### config.mk
export PLATFORM = sky130hd
export DESIGN_NAME = ringtone_text_note_parser_unit
export DESIGN_NICKNAME = d
export VERILOG_FILES = /design/src/rtl/rtpu_pkg.sv /design/src/rtl/ringtone_text_note_parser_unit.sv /design/src/rtl/rtpu_parser.sv /design/src/rtl/rtpu_queue.sv /design/src/rtl/rtpu_divider.sv /design/src/rtl/rtpu_timer.sv
export SDC_FILE = /design/constraint.sdc
export NUM_CORES = 2
export LEC_CHECK = 0
export ABC_AREA = 1
export BUFFER_PORTS_ARGS = -buffer_cell sky130_fd_sc_hd__buf_2
export CAP_MARGIN = 5
export CORE_UTILIZATION = 55
export DETAILED_ROUTE_END_ITERATION = 10
export PLACE_DENSITY = 0.72
export RECOVER_POWER = 50
export SYNTH_ARGS = -nofsm -noshare
export SYNTH_HDL_FRONTEND = slang
export SYNTH_SLANG_ARGS = --single-unit
### constraint.sdc
create_clock -name clock -period 9.8 [get_ports clock]
set_clock_uncertainty 0.2 [all_clocks]
set_input_delay 1.47 -clock clock [delete_from_list [all_inputs] [get_ports clock]]
set_output_delay 1.47 -clock clock [all_outputs]
set_load 0.01 [all_outputs]
### src/rtl/rtpu_pkg.sv
// Package for the ringtone text parser: payload structs, codes, tone table.
// Used by every module of the block; depends on nothing.
package rtpu_pkg;

   typedef struct packed {
      logic [7:0] character;
      logic       end_of_text;
   } req_type;

   typedef struct packed {
      logic [1:0]  status;
      logic [11:0] frequency_hz;
      logic [15:0] pwm_period;
      logic [15:0] pulse_us;
      logic [18:0] on_ms;
      logic [18:0] off_ms;
      logic        last;
   } rsp_type;

   localparam logic [1:0] STATUS_NOTE   = 2'd0;
   localparam logic [1:0] STATUS_END    = 2'd1;
   localparam logic [1:0] STATUS_HEADER = 2'd2;

   localparam logic [1:0] SUFFIX_NONE     = 2'd0;
   localparam logic [1:0] SUFFIX_LEGATO   = 2'd1;
   localparam logic [1:0] SUFFIX_STACCATO = 2'd2;

   // One note job handed from the parser to the timing engine.
   typedef struct packed {
      logic [1:0]  status;
      logic        last;
      logic        rest;
      logic        dot;
      logic [1:0]  suffix;
      logic [7:0]  beat;
      logic [11:0] freq;
      logic [15:0] tempo;
   } job_type;

   function automatic logic [11:0] tone_lookup(input logic [2:0] oct, input logic [3:0] idx);
      logic [11:0] r;
      logic [3:0]  i;
      i = (idx > 4'd13) ? 4'd13 : idx;
      r = 12'd0;
      case ({oct, i})
         {3'd0,4'd0}: r=27;   {3'd0,4'd1}: r=29;   {3'd0,4'd2}: r=31;   {3'd0,4'd3}: r=16;
         {3'd0,4'd4}: r=16;   {3'd0,4'd5}: r=17;   {3'd0,4'd6}: r=18;   {3'd0,4'd7}: r=19;
         {3'd0,4'd8}: r=20;   {3'd0,4'd9}: r=22;   {3'd0,4'd10}: r=22;  {3'd0,4'd11}: r=23;
         {3'd0,4'd12}: r=24;  {3'd0,4'd13}: r=26;
         {3'd1,4'd0}: r=55;   {3'd1,4'd1}: r=58;   {3'd1,4'd2}: r=62;   {3'd1,4'd3}: r=32;
         {3'd1,4'd4}: r=32;   {3'd1,4'd5}: r=34;   {3'd1,4'd6}: r=37;   {3'd1,4'd7}: r=39;
         {3'd1,4'd8}: r=41;   {3'd1,4'd9}: r=43;   {3'd1,4'd10}: r=43;  {3'd1,4'd11}: r=46;
         {3'd1,4'd12}: r=49;  {3'd1,4'd13}: r=52;
         {3'd2,4'd0}: r=110;  {3'd2,4'd1}: r=116;  {3'd2,4'd2}: r=123;  {3'd2,4'd3}: r=65;
         {3'd2,4'd4}: r=65;   {3'd2,4'd5}: r=69;   {3'd2,4'd6}: r=73;   {3'd2,4'd7}: r=78;
         {3'd2,4'd8}: r=82;   {3'd2,4'd9}: r=87;   {3'd2,4'd10}: r=87;  {3'd2,4'd11}: r=92;
         {3'd2,4'd12}: r=98;  {3'd2,4'd13}: r=103;
         {3'd3,4'd0}: r=220;  {3'd3,4'd1}: r=233;  {3'd3,4'd2}: r=247;  {3'd3,4'd3}: r=130;
         {3'd3,4'd4}: r=130;  {3'd3,4'd5}: r=138;  {3'd3,4'd6}: r=147;  {3'd3,4'd7}: r=155;
         {3'd3,4'd8}: r=164;  {3'd3,4'd9}: r=174;  {3'd3,4'd10}: r=174; {3'd3,4'd11}: r=185;
         {3'd3,4'd12}: r=196; {3'd3,4'd13}: r=207;
         {3'd4,4'd0}: r=440;  {3'd4,4'd1}: r=466;  {3'd4,4'd2}: r=494;  {3'd4,4'd3}: r=261;
         {3'd4,4'd4}: r=261;  {3'd4,4'd5}: r=277;  {3'd4,4'd6}: r=294;  {3'd4,4'd7}: r=311;
         {3'd4,4'd8}: r=329;  {3'd4,4'd9}: r=349;  {3'd4,4'd10}: r=349; {3'd4,4'd11}: r=370;
         {3'd4,4'd12}: r=392; {3'd4,4'd13}: r=415;
         {3'd5,4'd0}: r=880;  {3'd5,4'd1}: r=932;  {3'd5,4'd2}: r=988;  {3'd5,4'd3}: r=523;
         {3'd5,4'd4}: r=523;  {3'd5,4'd5}: r=554;  {3'd5,4'd6}: r=587;  {3'd5,4'd7}: r=622;
         {3'd5,4'd8}: r=659;  {3'd5,4'd9}: r=698;  {3'd5,4'd10}: r=698; {3'd5,4'd11}: r=740;
         {3'd5,4'd12}: r=784; {3'd5,4'd13}: r=830;
         {3'd6,4'd0}: r=1760; {3'd6,4'd1}: r=1865; {3'd6,4'd2}: r=1976; {3'd6,4'd3}: r=1047;
         {3'd6,4'd4}: r=1047; {3'd6,4'd5}: r=1109; {3'd6,4'd6}: r=1175; {3'd6,4'd7}: r=1245;
         {3'd6,4'd8}: r=1319; {3'd6,4'd9}: r=1319; {3'd6,4'd10}: r=1397; {3'd6,4'd11}: r=1480;
         {3'd6,4'd12}: r=1568; {3'd6,4'd13}: r=1661;
         {3'd7,4'd0}: r=3520; {3'd7,4'd1}: r=3729; {3'd7,4'd2}: r=3951; {3'd7,4'd3}: r=2093;
         {3'd7,4'd4}: r=2093; {3'd7,4'd5}: r=2217; {3'd7,4'd6}: r=2349; {3'd7,4'd7}: r=2489;
         {3'd7,4'd8}: r=2637; {3'd7,4'd9}: r=2637; {3'd7,4'd10}: r=2794; {3'd7,4'd11}: r=2960;
         {3'd7,4'd12}: r=3136; {3'd7,4'd13}: r=3322;
         default: r = 12'd0;
      endcase
      return r;
   endfunction

endpackage

### src/rtl/ringtone_text_note_parser_unit.sv
// Top level of the ringtone text parser: parser, job queue and timing engine.
// Depends on rtpu_pkg, rtpu_parser, rtpu_queue and rtpu_timer.
//
// The block takes ringtone text one request per character. Header and note
// characters are parsed as they are taken, and the input stalls while the job
// queue is full; a note end, a comma or the end of text hands a job to a
// two-entry queue, so parsing of the next note goes on while the back end
// works. The back end runs the three divisions by beat, tempo and frequency
// through one shared 20-step bit-serial divider, each with its start and
// finish handoff; the tenth of the period, the volume scaling and the off-time
// tenth are short reciprocal multiplications. A rest skips the frequency
// division and the pulse steps, a plain note needs the extra off-time step, and
// a status-only result skips the back end's work. Volume must be written
// through the csr port only while the block is idle; the block does not
// enforce this. Volume is clamped to 1..100.
module ringtone_text_note_parser_unit import rtpu_pkg::*; (
   input  logic    clock,
   input  logic    reset,
   input  logic    req_valid,
   output logic    req_ready,
   input  req_type req_data,
   output logic    rsp_valid,
   input  logic    rsp_ready,
   output rsp_type rsp_data,
   input  logic    csr_valid,
   output logic    csr_ready,
   input  logic [6:0] csr_data
);

   logic [6:0] volume_ff;
   logic       push_valid, push_ready, pop_valid, pop_ready;
   job_type    push_data, pop_data;

   assign csr_ready = 1'b1;

   // Volume is held clamped so the back end never sees an out-of-range value.
   always_ff @(posedge clock) begin
      if (reset) begin
         volume_ff <= 7'd100;
      end else if (csr_valid) begin
         volume_ff <= (csr_data == 7'd0) ? 7'd1 : ((csr_data > 7'd100) ? 7'd100 : csr_data);
      end
   end

   rtpu_parser u_parser (
      .clock(clock), .reset(reset), .in_valid(req_valid), .in_ready(req_ready),
      .in_data(req_data), .job_valid(push_valid), .job_ready(push_ready),
      .job_data(push_data)
   );

   rtpu_queue u_queue (
      .clock(clock), .reset(reset), .push_valid(push_valid), .push_ready(push_ready),
      .push_data(push_data), .pop_valid(pop_valid), .pop_ready(pop_ready),
      .pop_data(pop_data)
   );

   rtpu_timer u_timer (
      .clock(clock), .reset(reset), .volume(volume_ff), .job_valid(pop_valid),
      .job_ready(pop_ready), .job_data(pop_data), .rsp_valid(rsp_valid),
      .rsp_ready(rsp_ready), .rsp_data(rsp_data)
   );

endmodule

### src/rtl/rtpu_parser.sv
// Front end: parses characters to jobs, one per cycle unless the queue is full.
// Depends on rtpu_pkg.
module rtpu_parser import rtpu_pkg::*; (
   input  logic    clock,
   input  logic    reset,
   input  logic    in_valid,
   output logic    in_ready,
   input  req_type in_data,
   output logic    job_valid,
   input  logic    job_ready,
   output job_type job_data
);

   typedef enum logic [3:0] {
      PH_NAME, PH_NAME_VAL, PH_KEYS, PH_KEYS_VAL, PH_BEAT, PH_ACC, PH_OCT,
      PH_DOT, PH_SUF, PH_TAIL, PH_SKIP
   } phase_type;

   phase_type   phase_ff, phase_in;
   logic [7:0]  dbeat_ff, dbeat_in;
   logic [2:0]  doct_ff, doct_in;
   logic [15:0] tempo_ff, tempo_in;
   logic [7:0]  key_ff, key_in;
   logic [15:0] acc_ff, acc_in;
   logic [7:0]  nbeat_ff, nbeat_in;
   logic [3:0]  nidx_ff, nidx_in;
   logic [2:0]  noct_ff, noct_in;
   logic        rest_ff, rest_in, dot_ff, dot_in;
   logic [1:0]  suf_ff, suf_in;

   logic        emit;
   job_type     job;
   logic [7:0]  c, lc;
   logic        digit;
   logic [19:0] acc_next;
   logic [2:0]  oct_sel;

   // A job is only pushed when the queue has room; a stall holds the input.
   assign in_ready  = job_ready;
   assign job_valid = in_valid && emit;
   assign job_data  = job;
   assign c     = in_data.character;
   assign lc    = (c >= "A" && c <= "Z") ? (c | 8'h20) : c;
   assign digit = (c >= "0" && c <= "9");
   assign acc_next = ({4'd0, acc_ff} * 20'd10) + {16'd0, c[3:0]};

   always_comb begin
      phase_type ph;
      logic      done;
      logic [15:0] v;
      phase_in = phase_ff; dbeat_in = dbeat_ff; doct_in = doct_ff; tempo_in = tempo_ff;
      key_in = key_ff; acc_in = acc_ff; nbeat_in = nbeat_ff; nidx_in = nidx_ff;
      noct_in = noct_ff; rest_in = rest_ff; dot_in = dot_ff; suf_in = suf_ff;
      emit = 1'b0; done = 1'b0; ph = phase_ff; v = acc_ff;
      oct_sel = doct_ff;
      job = '0;
      if (phase_ff < PH_BEAT) begin
         if ((phase_ff == PH_NAME_VAL || phase_ff == PH_KEYS_VAL) && digit) begin
            acc_in = (acc_next > 20'd65535) ? 16'hFFFF : acc_next[15:0];
         end else begin
            ph = phase_ff;
            if (phase_ff == PH_NAME_VAL || phase_ff == PH_KEYS_VAL) begin
               if (v != 16'd0) begin
                  if (key_ff == "d") dbeat_in = (v > 16'd255) ? 8'd255 : v[7:0];
                  else if (key_ff == "o") doct_in = (v > 16'd7) ? 3'd7 : v[2:0];
                  else if (key_ff == "b") tempo_in = v;
               end
               key_in = 8'd0; acc_in = 16'd0;
               ph = (phase_ff == PH_NAME_VAL) ? PH_NAME : PH_KEYS;
            end
            if (c == "=") begin
               acc_in = 16'd0;
               ph = (ph == PH_NAME) ? PH_NAME_VAL : PH_KEYS_VAL;
            end else if (c == ":") begin
               key_in = 8'd0;
               if (ph == PH_NAME) begin
                  ph = PH_KEYS;
               end else begin
                  ph = PH_BEAT;
                  acc_in = 16'd0; nbeat_in = 8'd0; nidx_in = 4'd0; noct_in = 3'd0;
                  rest_in = 1'b0; dot_in = 1'b0; suf_in = SUFFIX_NONE;
               end
            end else begin
               key_in = c;
            end
            phase_in = ph;
         end
         if (in_data.end_of_text && phase_in < PH_BEAT) begin
            emit = 1'b1;
            job.status = STATUS_HEADER;
            job.last = 1'b1;
         end
      end else if (c == ",") begin
         done = 1'b1;
      end else begin
         if (ph == PH_BEAT) begin
            if (digit) begin
               acc_in = (acc_next > 20'd65535) ? 16'hFFFF : acc_next[15:0];
            end else begin
               nbeat_in = (acc_ff == 16'd0) ? dbeat_ff :
                          ((acc_ff > 16'd255) ? 8'd255 : acc_ff[7:0]);
               if (c == "p") begin
                  rest_in = 1'b1; phase_in = PH_DOT;
               end else if (lc >= "a" && lc <= "g") begin
                  nidx_in = {lc[2:0] - 3'd1, 1'b0}; phase_in = PH_ACC;
               end else begin
                  phase_in = PH_SKIP;
               end
            end
         end else begin
            if (ph == PH_ACC) begin
               if (c == "#") begin
                  nidx_in = nidx_ff + 4'd1; phase_in = PH_OCT; ph = PH_SKIP;
               end else if (c == "b") begin
                  nidx_in = (nidx_ff == 4'd0) ? 4'd13 : nidx_ff - 4'd1;
                  phase_in = PH_OCT; ph = PH_SKIP;
               end else begin
                  ph = PH_OCT;
               end
            end
            if (ph == PH_OCT) begin
               if (digit) begin
                  noct_in = (c[3:0] > 4'd7) ? 3'd7 : c[2:0];
                  phase_in = PH_DOT; ph = PH_SKIP;
               end else begin
                  ph = PH_DOT;
               end
            end
            if (ph == PH_DOT) begin
               if (c == ".") begin
                  dot_in = 1'b1; phase_in = PH_SUF; ph = PH_SKIP;
               end else begin
                  ph = PH_SUF;
               end
            end
            if (ph == PH_SUF) begin
               if (c == "l") suf_in = SUFFIX_LEGATO;
               else if (c == "s") suf_in = SUFFIX_STACCATO;
               phase_in = PH_TAIL;
            end
         end
      end
      // The closing colon and the end mark may arrive on the same character,
      // so the note section is judged by the phase after this character.
      if (phase_in >= PH_BEAT && (done || in_data.end_of_text)) begin
         if (phase_in >= PH_ACC && phase_in <= PH_TAIL) begin
            emit = 1'b1;
            job.status = STATUS_NOTE;
            job.last = in_data.end_of_text;
            job.rest = rest_in;
            job.dot = dot_in;
            job.suffix = suf_in;
            job.beat = nbeat_in;
            job.tempo = tempo_in;
            oct_sel = (noct_in != 3'd0) ? noct_in : doct_in;
            job.freq = rest_in ? 12'd0 : tone_lookup(oct_sel, nidx_in);
         end else if (in_data.end_of_text) begin
            emit = 1'b1;
            job.status = STATUS_END;
            job.last = 1'b1;
         end
         phase_in = PH_BEAT;
         acc_in = 16'd0; nbeat_in = 8'd0; nidx_in = 4'd0; noct_in = 3'd0;
         rest_in = 1'b0; dot_in = 1'b0; suf_in = SUFFIX_NONE;
      end
      if (in_data.end_of_text) begin
         phase_in = PH_NAME; key_in = 8'd0;
         acc_in = 16'd0; nbeat_in = 8'd0; nidx_in = 4'd0; noct_in = 3'd0;
         rest_in = 1'b0; dot_in = 1'b0; suf_in = SUFFIX_NONE;
      end
   end

   always_ff @(posedge clock) begin
      if (reset) begin
         phase_ff <= PH_NAME; dbeat_ff <= 8'd8; doct_ff <= 3'd6; tempo_ff <= 16'd120;
         key_ff <= 8'd0; acc_ff <= 16'd0; nbeat_ff <= 8'd0; nidx_ff <= 4'd0;
         noct_ff <= 3'd0; rest_ff <= 1'b0; dot_ff <= 1'b0; suf_ff <= SUFFIX_NONE;
      end else if (in_valid && in_ready) begin
         phase_ff <= phase_in; dbeat_ff <= dbeat_in; doct_ff <= doct_in;
         tempo_ff <= tempo_in; key_ff <= key_in; acc_ff <= acc_in;
         nbeat_ff <= nbeat_in; nidx_ff <= nidx_in; noct_ff <= noct_in;
         rest_ff <= rest_in; dot_ff <= dot_in; suf_ff <= suf_in;
      end
   end

endmodule

### src/rtl/rtpu_queue.sv
// Two-entry job queue between the parser and the timing engine.
// Depends on rtpu_pkg.
module rtpu_queue import rtpu_pkg::*; (
   input  logic    clock,
   input  logic    reset,
   input  logic    push_valid,
   output logic    push_ready,
   input  job_type push_data,
   output logic    pop_valid,
   input  logic    pop_ready,
   output job_type pop_data
);

   job_type    mem_ff [2];
   logic       wptr_ff, rptr_ff;
   logic [1:0] count_ff;
   logic       do_push, do_pop;

   assign push_ready = (count_ff != 2'd2);
   assign pop_valid  = (count_ff != 2'd0);
   assign pop_data   = mem_ff[rptr_ff];
   assign do_push    = push_valid && push_ready;
   assign do_pop     = pop_valid && pop_ready;

   always_ff @(posedge clock) begin
      if (do_push) begin
         mem_ff[wptr_ff] <= push_data;
      end
   end

   always_ff @(posedge clock) begin
      if (reset) begin
         wptr_ff <= 1'b0; rptr_ff <= 1'b0; count_ff <= 2'd0;
      end else begin
         if (do_push) wptr_ff <= ~wptr_ff;
         if (do_pop) rptr_ff <= ~rptr_ff;
         count_ff <= count_ff + {1'b0, do_push} - {1'b0, do_pop};
      end
   end

endmodule

### src/rtl/rtpu_divider.sv
// Shared radix-2 restoring divider, 20-bit dividend by 16-bit divisor.
// Depends on rtpu_pkg.
module rtpu_divider import rtpu_pkg::*; (
   input  logic        clock,
   input  logic        reset,
   input  logic        start,
   input  logic [19:0] dividend,
   input  logic [15:0] divisor,
   output logic        done,
   output logic [19:0] quotient
);

   logic [19:0] quo_ff;
   logic [16:0] rem_ff;
   logic [15:0] dvs_ff;
   logic [4:0]  cnt_ff;
   logic        busy_ff, done_ff;
   logic [16:0] trial;
   logic [16:0] sub;

   assign trial = {rem_ff[15:0], quo_ff[19]};
   assign sub = trial - {1'b0, dvs_ff};
   assign done = done_ff;
   assign quotient = quo_ff;

   always_ff @(posedge clock) begin
      if (reset) begin
         busy_ff <= 1'b0; done_ff <= 1'b0; cnt_ff <= 5'd0;
      end else begin
         done_ff <= 1'b0;
         if (start) begin
            busy_ff <= 1'b1; cnt_ff <= 5'd0;
         end else if (busy_ff) begin
            cnt_ff <= cnt_ff + 5'd1;
            if (cnt_ff == 5'd19) begin
               busy_ff <= 1'b0; done_ff <= 1'b1;
            end
         end
      end
   end

   always_ff @(posedge clock) begin
      if (start) begin
         quo_ff <= dividend; rem_ff <= 17'd0; dvs_ff <= divisor;
      end else if (busy_ff) begin
         if (!sub[16]) begin
            rem_ff <= sub; quo_ff <= {quo_ff[18:0], 1'b1};
         end else begin
            rem_ff <= trial; quo_ff <= {quo_ff[18:0], 1'b0};
         end
      end
   end

endmodule

### src/rtl/rtpu_timer.sv
// Back end: turns a note job into frequency, PWM and on/off times; status jobs pass straight to the result.
// Depends on rtpu_pkg and rtpu_divider.
module rtpu_timer import rtpu_pkg::*; (
   input  logic    clock,
   input  logic    reset,
   input  logic [6:0] volume,
   input  logic    job_valid,
   output logic    job_ready,
   input  job_type job_data,
   output logic    rsp_valid,
   input  logic    rsp_ready,
   output rsp_type rsp_data
);

   typedef enum logic [3:0] {
      S_IDLE, S_DUR, S_TEMPO, S_PERIOD, S_TENTH, S_VOL, S_HUND, S_MS, S_SPLIT, S_OUT
   } state_type;

   // Reciprocals for the constant divisors; each is exact over its operand range.
   localparam logic [31:0] RECIP_TENTH16   = 32'd52429;     // 2^19 / 10, 16-bit operand
   localparam logic [39:0] RECIP_TENTH19   = 40'd838861;    // 2^23 / 10, 19-bit operand
   localparam logic [47:0] RECIP_HUNDREDTH = 48'd10737419;  // 2^30 / 100, 23-bit operand

   state_type   state_ff;
   job_type     job_ff;
   logic [7:0]  dur_ff;
   logic [15:0] period_ff;
   logic [19:0] tmp_ff;
   logic [23:0] scale_ff;
   rsp_type     rsp_ff;
   logic        div_start_ff;
   logic [19:0] div_a_ff;
   logic [15:0] div_b_ff;
   logic        div_done;
   logic [19:0] div_q;
   logic [18:0] dur_ms;
   logic [31:0] tenth_prod;
   logic [47:0] hund_prod;
   logic [39:0] split_prod;

   rtpu_divider u_div (
      .clock(clock), .reset(reset), .start(div_start_ff), .dividend(div_a_ff),
      .divisor(div_b_ff), .done(div_done), .quotient(div_q)
   );

   assign job_ready  = (state_ff == S_IDLE) && !rsp_valid;
   assign rsp_valid  = (state_ff == S_OUT);
   assign rsp_data   = rsp_ff;
   assign dur_ms     = {8'd0, tmp_ff[10:0]} * {11'd0, dur_ff};
   assign tenth_prod = {16'd0, period_ff} * RECIP_TENTH16;
   assign hund_prod  = {24'd0, scale_ff} * RECIP_HUNDREDTH;
   assign split_prod = {21'd0, dur_ms} * RECIP_TENTH19;

   always_ff @(posedge clock) begin
      if (reset) begin
         state_ff <= S_IDLE; div_start_ff <= 1'b0;
      end else begin
         div_start_ff <= 1'b0;
         case (state_ff)
            S_IDLE: begin
               if (job_valid) begin
                  job_ff <= job_data;
                  rsp_ff <= '{status: job_data.status, last: job_data.last, default: '0};
                  if (job_data.status == STATUS_NOTE) begin
                     div_a_ff <= 20'd128;
                     div_b_ff <= (job_data.beat == 8'd0) ? 16'd1 : {8'd0, job_data.beat};
                     div_start_ff <= 1'b1;
                     state_ff <= S_DUR;
                  end else begin
                     state_ff <= S_OUT;
                  end
               end
            end
            S_DUR: begin
               if (div_done) begin
                  dur_ff <= job_ff.dot ? (div_q[7:0] + {1'b0, div_q[7:1]}) : div_q[7:0];
                  div_a_ff <= 20'd60000;
                  div_b_ff <= (job_ff.tempo == 16'd0) ? 16'd1 : job_ff.tempo;
                  div_start_ff <= 1'b1;
                  state_ff <= S_TEMPO;
               end
            end
            S_TEMPO: begin
               if (div_done) begin
                  tmp_ff <= {5'd0, div_q[19:5]};
                  if (job_ff.rest) begin
                     state_ff <= S_MS;
                  end else begin
                     div_a_ff <= 20'd1000000;
                     div_b_ff <= {4'd0, job_ff.freq};
                     div_start_ff <= 1'b1;
                     state_ff <= S_PERIOD;
                  end
               end
            end
            S_PERIOD: begin
               if (div_done) begin
                  period_ff <= div_q[15:0];
                  rsp_ff.frequency_hz <= job_ff.freq;
                  rsp_ff.pwm_period <= div_q[15:0];
                  state_ff <= S_TENTH;
               end
            end
            S_TENTH: begin
               // Ninety percent of the period.
               scale_ff <= {8'd0, period_ff - {3'd0, tenth_prod[31:19]}};
               state_ff <= S_VOL;
            end
            S_VOL: begin
               scale_ff <= {8'd0, scale_ff[15:0]} * {17'd0, volume};
               state_ff <= S_HUND;
            end
            S_HUND: begin
               rsp_ff.pulse_us <= hund_prod[45:30];
               state_ff <= S_MS;
            end
            S_MS: begin
               if (job_ff.rest) begin
                  rsp_ff.off_ms <= dur_ms;
                  state_ff <= S_OUT;
               end else if (job_ff.suffix == SUFFIX_LEGATO) begin
                  rsp_ff.on_ms <= dur_ms;
                  state_ff <= S_OUT;
               end else if (job_ff.suffix == SUFFIX_STACCATO) begin
                  rsp_ff.off_ms <= {1'b0, dur_ms[18:1]};
                  rsp_ff.on_ms <= dur_ms - {1'b0, dur_ms[18:1]};
                  state_ff <= S_OUT;
               end else begin
                  rsp_ff.off_ms <= {3'd0, split_prod[38:23]};
                  state_ff <= S_SPLIT;
               end
            end
            S_SPLIT: begin
               rsp_ff.on_ms <= dur_ms - rsp_ff.off_ms;
               state_ff <= S_OUT;
            end
            S_OUT: begin
               if (rsp_ready) state_ff <= S_IDLE;
            end
            default: state_ff <= S_IDLE;
         endcase
      end
   end

endmodule

==> results by group <==
Clock network
  • Max Buffers Root-to-Sink: 3
  • CTS tree: built
  • Clock Latency Late Sink: 0.63 ns
  • H-tree depth: 2
  • Clock root cell: clkbuf_16
  • CTS sink count: 431
  • Clock transition at path regs: 0.07 ns
  • TritonCTS buffer count: 50

Final layout
  • Ant. Diodes: 0
  • Area Overhead vs Synth: 8.817%
  • Nets@finish: 7153
  • Share of cells above drive strength 1: 6.338%

Power and ir drop
  • Final Power: 11.20 mW
  • Pint: 5.941 mW
  • Pwr Density: 206.5 nW/um2
  • Sequential Power Share: 24.4%
  • Leakage: 26.96 nW
  • Combinational share of power: 57.8%
  • Sw Share: 46.97%
  • Maximum vdd drop: 0.3240 mV
  • Switching pwr: 5.262 mW
  • Clock share of power: 17.9%

Detailed routing
  • Initial DRT Pass Iterations: 6
  • Routed wire length: 123500 um
  • Highest routed layer: met4
  • Met2 WL: 58910 um
  • Routed length on met3: 7496 um
  • Detailed-route DRC error count: 0
  • Met1 Wirelength: 53760 um
  • DR WL/cell: 17.41 um
  • Detail Route Antenna Nets: 0
  • Drt initial violations: 2573
  • Vias per cell: 5.470
  • Vias post-DR: 38800

Floorplan
  • Core footprint: 89870 um2
  • Die height: 303.1 um
  • Die Area: 91850 um2
  • Initial Utilization: 55.47%
  • I/O pin count: 109
  • Horiz. Die Dim: 303.1 um
  • FP Rows: 110

Worst setup path
  • Arr. time, crit path: 9.47 ns
  • Reg2reg path depth: 42
  • WP data required: 9.91 ns
  • CP Max Fanout: 7
  • Endpoint type of the worst setup path: flip-flop
  • FF-to-FF Start: u_timer.dur_ff[3]
  • Slowest stage delay, CP: 0.56 ns
  • Most used cell, CP: inv_1
  • Launch point of the worst path: u_timer.dur_ff[3]
  • WS Path Type: reg -> reg
  • Critical-path cell with the highest stage delay: fa_2
  • Crit start category: flip-flop

Global route
  • First-pass GRT wire length: 197800 um
  • Vias in the first global route: 37970
  • Tot GR Track Use: 27.18%
  • Initial antenna violation count: 0
  • GR Overflow Total: 0
  • Largest net degree at the start of global routing: 59

Synthesis
  • Most used DFF post-synth: edfxtp_1
  • Post-Synth Adder-Cell Area: 39.42%
  • Compound-gate portion of the synthesized area: 10.28%
  • Main combinational cell family by area after synthesis: adder cells
  • Simple logic cell fraction of the synthesized area: 14.17%
  • Syn Area/Cell: 8.697 um2
  • Net Count, Synth: 7010
  • Post-synthesis register bit count: 431
  • Mux contribution to synthesized area: 0.4216%
  • Post-synthesis xor/xnor area fraction: 1.792%
  • Yosys cell types: 73
  • Fraction of registers with async set/reset: 0%
  • Post-synth EDFFs: 317
  • Sequential-to-total area share from yosys stat: 23.67%
  • Mapped Cells: 5732
  • Yosys warns: 0
  • Synth Cell Area: 49850 um2

STA
  • Final setup violation count: 0
  • Slew @ Worst Pin: 2.964 ns
  • Final hold slack: 0.2149 ns
  • Endpoints failing hold: 0
  • Slew headroom: -97.63%
  • Crit share post-route: 95.48%
  • Max Fclk: 106.9 MHz
  • Final slew viol count: 314
  • Post-layout min period: 9.357 ns
  • Unrepaired setup endpoints after global routing: yes

Outcome
  • Failing checks: capacitance limit, slew limit
  • Status: finished, violations left

Min path
  • Worst hold stages: 0
  • Hold Crit Start: u_timer.div_b_ff[4]
  • Hold WC Path Type: reg -> reg

Place
  • Number of port buffers: 107
  • Dpl hpwl: 98900 um
  • Routability cong.: 0.9535

Job
  • Number of max-cap violations: 8
==> cell usage in the layout, fill, tap and decap left out, types with 8 or more instances in the layout <==
| cell | Yosys | routed |
|---|---|---|
| a21oi_2 | 3 | 14 |
| a211oi_1 | 15 | 14 |
| xnor2_1 | 42 | 42 |
| o211ai_1 | 52 | 52 |
| nor3_1 | 43 | 41 |
| dfxtp_1 | 114 | 113 |
| ha_1 | 734 | 717 |
| nor2_2 | 12 | 14 |
| nand3b_1 | 8 | 8 |
| o21bai_1 | 13 | 12 |
| inv_2 | 16 | 26 |
| edfxtp_1 | 317 | 317 |
| nand3_2 | 6 | 8 |
| nand4_1 | 50 | 50 |
| nand2_1 | 1011 | 1005 |
| clkinv_1 | 10 | 13 |
| o31ai_1 | 8 | 8 |
| clkbuf_16 | 0 | 54 |
| o21ai_1 | 8 | 14 |
| buf_4 | 7 | 97 |
| a21o_1 | 12 | 12 |
| o22ai_1 | 16 | 16 |
| mux2i_1 | 21 | 21 |
| or2_2 | 16 | 16 |
| inv_1 | 1185 | 1175 |
| a21oi_1 | 391 | 378 |
| xor2_1 | 60 | 57 |
| o21ai_0 | 277 | 268 |
| buf_2 | 6 | 20 |
| nand2_2 | 11 | 17 |
| nor2_1 | 334 | 331 |
| a31oi_1 | 42 | 42 |
| clkbuf_8 | 0 | 8 |
| ha_4 | 0 | 16 |
| nand3_1 | 142 | 140 |
| o221ai_1 | 13 | 12 |
| fa_1 | 523 | 517 |
| clkbuf_1 | 88 | 103 |
| nor4_1 | 15 | 12 |
| o21a_1 | 13 | 13 |
==> worst max-delay path, delay by kind of cell (launching register included) <==
family                   cells  cell delay, ns
adder cells (fa/ha/maj)     12            5.14
AO/OA/AOI/OAI               10            1.17
buffers and inverters       11            0.93
AND/OR/NAND/NOR              8            0.82
flip-flops                   1            0.53
XOR/XNOR                     1            0.23
==> cell families after synthesis <==
kind of cell / after synthesis
AOI/OAI and AO/OA: 904
xor gates and xnor gates: 102
adders and majority gates: 1257
buffers and inverters: 1338
DFF: 431
muxes: 21
other: 1
and+or+nand+nor: 1678
==> cell type report <==
type                            count  area [um2]
Inverter                         1211        4546
Fill cell                        7776       35620
Clock inverter                     27       331.6
Tap cell                         1176        1471
Clock buffer                       67        1480
Multi-Input combinational cell   3963       33390
Timing Repair Buffer              218        1230
Sequential cell                   431       11800
==> layer usage <==
metal,GRT usage [%],vias to the layer above
li1,-,18820
met1,37.01,18680
met2,45.23,1114
met3,3.709,193
met4,7.765,0
met5,0,-
==> through the flow <==
step                utilization [%]   TNS, ns  worst slack [ns]  cells  instance area, um2
floorplan                         -         0            0.5288   5732               49850
global placement              57.87         0            0.1223   6974               52010
detailed placement            57.87   -0.1034          -0.08576   6974               52010
CTS                           59.98         0          0.002553   7078               53900
global route                  60.36  -0.08911          -0.04237   7093               54250
finish                        60.36         0            0.4430   7093               54250
==> power by group through the flow <==
stage	logic (mW)	registers, mW	clock network, mW
3_3_place_gp	6.33	2.74	0
4_1_cts	6.49	2.71	2.03
2_1_floorplan	4.63	2.72	0
6_report	6.47	2.73	2.00
5_1_grt	7.36	2.76	2.10
3_5_place_dp	6.43	2.75	0
==> state kept, by name, summed over array words and instances (netlist names), 8 cells and up, named ones only <==
signal                  flops
u_queue.mem_ff             86
u_timer.rsp_data           85
u_timer.job_ff             32
u_timer.scale_ff           23
u_timer.u_div.quotient     20
u_parser.acc_ff            16
u_parser.tempo_ff          16
u_timer.div_b_ff           16
u_timer.period_ff          16
u_timer.u_div.dvs_ff       16
u_timer.u_div.rem_ff       16
u_timer.tmp_ff             11
u_parser.dbeat_ff           8
u_parser.key_ff             8
u_parser.nbeat_ff           8
u_timer.dur_ff              8
==> repair_timing <==
action,CTS,global route
resized for setup,1,86
buffers inserted,10,15
endpoints found under the setup margin,3,16
pin swaps,0,32
hold buffers,0,0
==> cells in the mapped netlist, types with 5 or more instances <==
cell,number,area [um2]
inv_1,1185,4448
nand2_1,1011,3795
ha_1,734,9184
fa_1,523,10470
a21oi_1,391,1957
nor2_1,334,1254
edfxtp_1,317,9519
o21ai_0,277,1386
nand3_1,142,710.7
dfxtp_1,114,2282
clkbuf_1,88,330.3
xor2_1,60,525.5
o211ai_1,52,390.4
nand4_1,50,312.8
nor3_1,43,215.2
a31oi_1,42,262.8
xnor2_1,42,367.9
mux2i_1,21,210.2
inv_2,16,60.06
o22ai_1,16,100.1
or2_2,16,100.1
a211oi_1,15,112.6
nor4_1,15,93.84
o21a_1,13,97.59
o21bai_1,13,97.59
o221ai_1,13,113.9
a21o_1,12,90.09
buf_1,12,45.04
nor2_2,12,75.07
nand2_2,11,68.82
clkinv_1,10,37.54
clkbuf_2,9,45.04
nand3b_1,8,60.06
o21ai_1,8,40.04
o31ai_1,8,60.06
a221oi_1,7,61.31
buf_4,7,52.55
a21boi_0,6,45.04
buf_2,6,30.03
nand3_2,6,60.06
nor3b_1,6,45.04
buf_6,5,56.30
nand2_4,5,56.30
==> path summary, 6_finish.rpt <==
| kind | end | slack (ns) |
|---|---|---|
| worst min-delay path | u_timer.u_div.dvs_ff[4] | 0.21 |
| worst max register to register | u_timer.rsp_data[5] | 0.44 |
| worst max-delay path | u_timer.rsp_data[5] | 0.44 |
| worst min register to register | u_timer.u_div.dvs_ff[4] | 0.21 |
Power figures use the tool's default switching activity.
